File: src/design/page_latch_table_with_eviction_unit_assert.svh
// Assertion macros used by the page latch table controller.
`ifndef PAGE_LATCH_TABLE_WITH_EVICTION_UNIT_ASSERT_SVH
`define PAGE_LATCH_TABLE_WITH_EVICTION_UNIT_ASSERT_SVH

// Same-cycle implication, checked out of reset
`define PLTE_ASSERT_NOW(name, ante, cons, msg) \
    name: assert property (@(posedge clk) disable iff (!rst_n) (ante) |-> (cons)) \
        else $error(msg);

// Next-cycle implication, checked out of reset
`define PLTE_ASSERT_NEXT(name, ante, cons, msg) \
    name: assert property (@(posedge clk) disable iff (!rst_n) (ante) |=> (cons)) \
        else $error(msg);

`endif

File: src/design/plte_pkg.sv
package plte_pkg;

    // Fixed field widths of the request and result
    localparam int PAGE_W   = 32;
    localparam int SLOT_IO_W = 10;
    localparam int STATUS_W = 3;

    // Result status codes
    localparam logic [STATUS_W-1:0] ST_HIT      = 3'd0;
    localparam logic [STATUS_W-1:0] ST_REUSE    = 3'd1;
    localparam logic [STATUS_W-1:0] ST_NEW      = 3'd2;
    localparam logic [STATUS_W-1:0] ST_EVICT    = 3'd3;
    localparam logic [STATUS_W-1:0] ST_NONE     = 3'd4;
    localparam logic [STATUS_W-1:0] ST_RELEASED = 3'd5;

    // Request types
    localparam logic REQ_ACQUIRE = 1'b0;
    localparam logic REQ_RELEASE = 1'b1;

    typedef struct packed {
        logic                 req_type;
        logic [PAGE_W-1:0]    page_no;
        logic [SLOT_IO_W-1:0] slot_in;
    } req_t;

    typedef struct packed {
        logic [SLOT_IO_W-1:0] slot_out;
        logic [STATUS_W-1:0]  status;
    } rsp_t;

    // Datapath operations issued by the controller
    typedef enum logic [3:0] {
        OP_NONE,
        OP_CLR,
        OP_LOAD,
        OP_REL,
        OP_HEAD,
        OP_WRD,
        OP_HIT,
        OP_STEP,
        OP_REUSE,
        OP_NEW,
        OP_SRD,
        OP_UNL,
        OP_HEADB,
        OP_LINK1,
        OP_LINK2
    } dp_op_t;

    // Source of the result slot
    typedef enum logic [2:0] {
        SEL_ZERO,
        SEL_SIN,
        SEL_S,
        SEL_AVAIL,
        SEL_TGT
    } slot_sel_t;

    typedef struct packed {
        dp_op_t               op;
        logic                 emit;
        logic [STATUS_W-1:0]  code;
        slot_sel_t            sel;
    } cmd_t;

    typedef struct packed {
        logic clr_last;
        logic walk_go;
        logic hit;
        logic avail_nz;
        logic room;
        logic sweep_done;
        logic victim_ok;
    } sts_t;

endpackage

File: src/design/plte_ctrl.sv
module plte_ctrl (
    input  logic           clk,
    input  logic           rst_n,
    input  logic           start,
    input  logic           req_type,
    input  plte_pkg::sts_t sts,
    output plte_pkg::cmd_t cmd,
    output logic           busy
);
    import plte_pkg::*;

    `include "page_latch_table_with_eviction_unit_assert.svh"

    typedef enum logic [12:0] {
        S_CLR   = 13'b0000000000001,
        S_IDLE  = 13'b0000000000010,
        S_REL   = 13'b0000000000100,
        S_HEAD  = 13'b0000000001000,
        S_WRD   = 13'b0000000010000,
        S_WCHK  = 13'b0000000100000,
        S_REUSE = 13'b0000001000000,
        S_NEW   = 13'b0000010000000,
        S_SRD   = 13'b0000100000000,
        S_SCHK  = 13'b0001000000000,
        S_HEADB = 13'b0010000000000,
        S_LINK1 = 13'b0100000000000,
        S_LINK2 = 13'b1000000000000
    } state_t;

    state_t state_reg, state_next;
    logic   evict_reg, evict_next;

    // Next state and datapath command
    always_comb
    begin
        state_next = state_reg;
        evict_next = evict_reg;
        cmd.op     = OP_NONE;
        cmd.emit   = 1'b0;
        cmd.code   = ST_HIT;
        cmd.sel    = SEL_ZERO;
        unique case (state_reg)
            S_CLR:
            begin
                cmd.op = OP_CLR;
                if (sts.clr_last)
                    state_next = S_IDLE;
            end
            S_IDLE:
            begin
                if (start)
                begin
                    cmd.op     = OP_LOAD;
                    state_next = (req_type == REQ_RELEASE) ? S_REL : S_HEAD;
                end
            end
            S_REL:
            begin
                cmd.op     = OP_REL;
                cmd.emit   = 1'b1;
                cmd.code   = ST_RELEASED;
                cmd.sel    = SEL_SIN;
                state_next = S_IDLE;
            end
            S_HEAD:
            begin
                cmd.op     = OP_HEAD;
                state_next = S_WRD;
            end
            S_WRD:
            begin
                priority if (sts.walk_go)
                begin
                    cmd.op     = OP_WRD;
                    state_next = S_WCHK;
                end
                else if (sts.avail_nz)
                    state_next = S_REUSE;
                else if (sts.room)
                    state_next = S_NEW;
                else
                    state_next = S_SRD;
            end
            S_WCHK:
            begin
                if (sts.hit)
                begin
                    cmd.op     = OP_HIT;
                    cmd.emit   = 1'b1;
                    cmd.code   = ST_HIT;
                    cmd.sel    = SEL_S;
                    state_next = S_IDLE;
                end
                else
                begin
                    cmd.op     = OP_STEP;
                    state_next = S_WRD;
                end
            end
            S_REUSE:
            begin
                cmd.op     = OP_REUSE;
                cmd.emit   = 1'b1;
                cmd.code   = ST_REUSE;
                cmd.sel    = SEL_AVAIL;
                state_next = S_IDLE;
            end
            S_NEW:
            begin
                cmd.op     = OP_NEW;
                evict_next = 1'b0;
                state_next = S_HEADB;
            end
            S_SRD:
            begin
                if (sts.sweep_done)
                begin
                    cmd.emit   = 1'b1;
                    cmd.code   = ST_NONE;
                    cmd.sel    = SEL_ZERO;
                    state_next = S_IDLE;
                end
                else
                begin
                    cmd.op     = OP_SRD;
                    state_next = S_SCHK;
                end
            end
            S_SCHK:
            begin
                if (sts.victim_ok)
                begin
                    cmd.op     = OP_UNL;
                    evict_next = 1'b1;
                    state_next = S_HEADB;
                end
                else
                    state_next = S_SRD;
            end
            S_HEADB:
            begin
                cmd.op     = OP_HEADB;
                state_next = S_LINK1;
            end
            S_LINK1:
            begin
                cmd.op     = OP_LINK1;
                state_next = S_LINK2;
            end
            S_LINK2:
            begin
                cmd.op     = OP_LINK2;
                cmd.emit   = 1'b1;
                cmd.code   = evict_reg ? ST_EVICT : ST_NEW;
                cmd.sel    = SEL_TGT;
                state_next = S_IDLE;
            end
            default: state_next = S_IDLE;
        endcase
    end

    always_ff @(posedge clk or negedge rst_n)
    begin
        if (!rst_n)
        begin
            state_reg <= S_CLR;
            evict_reg <= 1'b0;
        end
        else
        begin
            state_reg <= state_next;
            evict_reg <= evict_next;
        end
    end

    assign busy = (state_reg != S_IDLE);

    // Checks
    `PLTE_ASSERT_NEXT(a_emit_ends, cmd.emit, state_reg == S_IDLE,
        "result issued but request not finished")
    `PLTE_ASSERT_NEXT(a_accept_leaves_idle, start && !busy,
        state_reg == S_REL || state_reg == S_HEAD, "accepted request not started")
    `PLTE_ASSERT_NOW(a_link_order, state_reg == S_LINK2, $past(state_reg) == S_LINK1,
        "link second half without first half")

endmodule

File: config.mk
export PLATFORM = sky130hd
export DESIGN_NAME = plte_ctrl
export DESIGN_NICKNAME = d
export VERILOG_FILES = /design/src/design/plte_pkg.sv /design/src/design/plte_ctrl.sv
export VERILOG_INCLUDE_DIRS = /design/src /design/src/design
export SDC_FILE = /design/constraint.sdc
export NUM_CORES = 1
export LEC_CHECK = 0
export ABC_AREA = 1
export BUFFER_PORTS_ARGS = -buffer_cell sky130_fd_sc_hd__buf_2
export CAP_MARGIN = 0
export CORE_MARGIN = 2
export CORE_UTILIZATION = 55
export CTS_CLUSTER_SIZE = 12
export DETAILED_ROUTE_END_ITERATION = 16
export PLACE_DENSITY = 0.81
export SYNTH_ARGS = -nofsm -noshare
export SYNTH_HDL_FRONTEND = slang
export SYNTH_SLANG_ARGS = --single-unit
File: constraint.sdc
create_clock -name clk -period 4 [get_ports clk]
set_input_delay 0.2 -clock clk [delete_from_list [all_inputs] [get_ports clk]]
set_output_delay 0.2 -clock clk [all_outputs]
set_load 0.02 [all_outputs]
==> impl_metrics.toml <==
[outcome]
status = "complete, no violations"

[floorplan]
ios = 23
die_area_mm2 = 0.00225
core_area_mm2 = 0.00175
start_util = 0.594
die-width_um = 47.4
num_rows = 15
die_y_um = 47.4

[place]
portBuffers = 22
dp_hpwl_um = 1800
finalWeightedCongestion = 0.917

[synthesis]
synthDominantAreaCellType = "dfrtp_1"
syn-num-nets = 153
syn-cell-area_mm2 = 0.00104
syn-instance-count = 142
yosysTopAreaCellShare = 0.314
yosysSeqAreaShare = 0.339
yosys_warnings = 0
synth.distinct_cells = 24
syn_area_per_cell_um2 = 7.30
ys_ff_latch = 14
synth.area.top_cells = "dfrtp_1, nand2_1, inv_1"

[route]
dr.pass1.iters = 4
ant_nets = 0
drt_iter0_markers = 18
drc = 0
vias = 957
via_per_inst = 4.96
wire_per_inst_um = 11.5
finalWirelength_um = 2220

[worst_setup_path]
critPathKind = "flop to primary output"
max_stage_delay_ns = 0.39
critical_path.most_common_cell = "nor2_2"
required_ns = 3.80
startpoint_type = "flop"
crit_path_end_kind = "primary output"
cp_cell_sequence = "nor2_2 -> nand2_4 -> nor2_2 -> inv_2 -> nor2_2 -> nand2_1 -> nand4_1 -> buf_2"
crit_fanout = 4
arrival_ns = 1.77
cp_slowest_cell = "dfrtp_1"

[power]
power_density_mw_per_mm2 = 382
leakagePower_nw = 0.741
peakVddDrop_mv = 0.258

[clocking]
insertion_delay_ns = 0.28
cts_sinks = 14
cts.htree.levels = 1
cts_buffers = 3
cts-root-buf = "clkbuf_4"
cts.repair.resized = 0
clock_path_buffers = 2
cts_hold_buf = 1
cts_tree = "built"
cts_setup_buffers = 0
clkSlewWorstSetupHoldPaths_ns = 0.09

[timing]
whs_ns = 0.0749
slew_headroom = 0.785
timing_hold_violations_final = 0
rsz0062_at_grt = "false"
tns_ns = 0
finClkSkew_ns = 0.00570
slew_viol_final = 0
fin_crit_sh = 0.493
fmax_ghz = 0.507
setup_viol = 0
tightest_slew_ns = 0.323
finalCriticalPeriod_ns = 1.97

[grt]
antenna_found_initial = 0
grt_pass1_vias = 855
grt_pass1_wl_um = 3570
grt_usage = 0.232
grt_max_degree = 15
grt_overflow_total = 0

[finish]
drive_above_1_share = 0.333
largest_reg_flops = 13
final_core_util = 0.692
syn_to_final_growth_pct = 16.4
diodes = 0
fillers = 152
layout.nets = 180

[worst_hold_path]
hold_path_class = "primary input to flop"

[run]
max_cap_viol_count = 0
## worst max-delay path: cells and delay by family (launching register included)
family / cells / cell delay, ns
buf+inv: 2 / 0.21
flops: 1 / 0.39
simple gates: 6 / 0.88
## final timing paths
kind / startpoint / endpoint / slack, ns / cells past startpoint
worst max-delay path: state_reg[7] / cmd[8] / 2.03 / 8
worst min-delay path: req_type / state_reg[3] / 0.07 / 2
worst max register to register: state_reg[7] / state_reg[1] / 2.53 / 8
worst min register to register: evict_reg / evict_reg / 0.57 / 2
max in group asynchronous: rst_n / state_reg[0] / 3.37 / 2
min in group asynchronous: rst_n / state_reg[9] / 0.33 / 2
## logic make-up after synthesis
family / share of synthesized area
flip-flops: 0.339
AND/OR/NAND/NOR: 0.479
AO/OA/AOI/OAI: 0.0663
buffers and inverters: 0.116
## cell type report
cell class / instances / area (µm²) / area share
well taps: 25 / 31.3 / 0.0259
clock buffers: 4 / 26.3 / 0.0218
multi-input cells: 97 / 566 / 0.468
repair buffers: 23 / 120 / 0.0995
inverters: 30 / 113 / 0.0933
flip-flops and latches: 14 / 352 / 0.291
## cells in the mapped netlist
master / n
buf_4: 1
nand4_1: 4
o21ai_1: 5
nor2_1: 23
nand2_2: 2
a21oi_2: 1
nor2_4: 4
o22ai_2: 1
o21ai_2: 1
dfstp_2: 1
nand2_1: 25
nor2_8: 2
inv_2: 6
o211ai_1: 1
nor3_1: 1
nand4_2: 2
nand3b_1: 1
nand2_4: 4
o22ai_1: 1
nor2_2: 5
nor3_2: 2
nand3_1: 12
inv_1: 24
dfrtp_1: 13
## report_power, final
part / leakage (nW) / internal [mW] / switching (mW)
Clock: 0.0150 / 0.0387 / 0.0464
Sequential: 0.188 / 0.152 / 0.0131
Combinational: 0.538 / 0.0702 / 0.140
## placed cells by master, fill, tap and decap left out, types with 2 or more instances in the layout
| master | netlist | layout |
|---|---|---|
| buf_2 | 0 | 22 |
| clkbuf_4 | 0 | 3 |
| dfrtp_1 | 13 | 13 |
| inv_1 | 24 | 24 |
| inv_2 | 6 | 6 |
| nand2_1 | 25 | 25 |
| nand2_2 | 2 | 2 |
| nand2_4 | 4 | 4 |
| nand3_1 | 12 | 12 |
| nand4_1 | 4 | 4 |
| nand4_2 | 2 | 2 |
| nor2_1 | 23 | 23 |
| nor2_2 | 5 | 5 |
| nor2_4 | 4 | 4 |
| nor2_8 | 2 | 2 |
| nor3_2 | 2 | 2 |
| o21ai_1 | 5 | 5 |
## per-layer routing
layer | global-route usage | routed length, µm | vias to the layer above
met5 | 0 | 0 | -
met4 | 0.0778 | 37 | 0
met3 | 0.0415 | 97 | 6
met2 | 0.405 | 1090 | 32
met1 | 0.287 | 995 | 424
li1 | - | - | 495
## metrics by stage
| step | worst slack, ns | std cells | instance area [µm²] | total power, mW |
|---|---|---|---|---|
| global route | 1.90 | 193 | 1210 | 0.491 |
| detailed placement | 2.35 | 188 | 1170 | 0.374 |
| floorplan | 2.41 | 142 | 1040 | 0.323 |
| CTS | 2.03 | 193 | 1210 | 0.459 |
| finish | 2.03 | 193 | 1210 | 0.461 |
| global placement | 2.37 | 188 | 1170 | 0.372 |
Power figures use the tool's default switching activity.
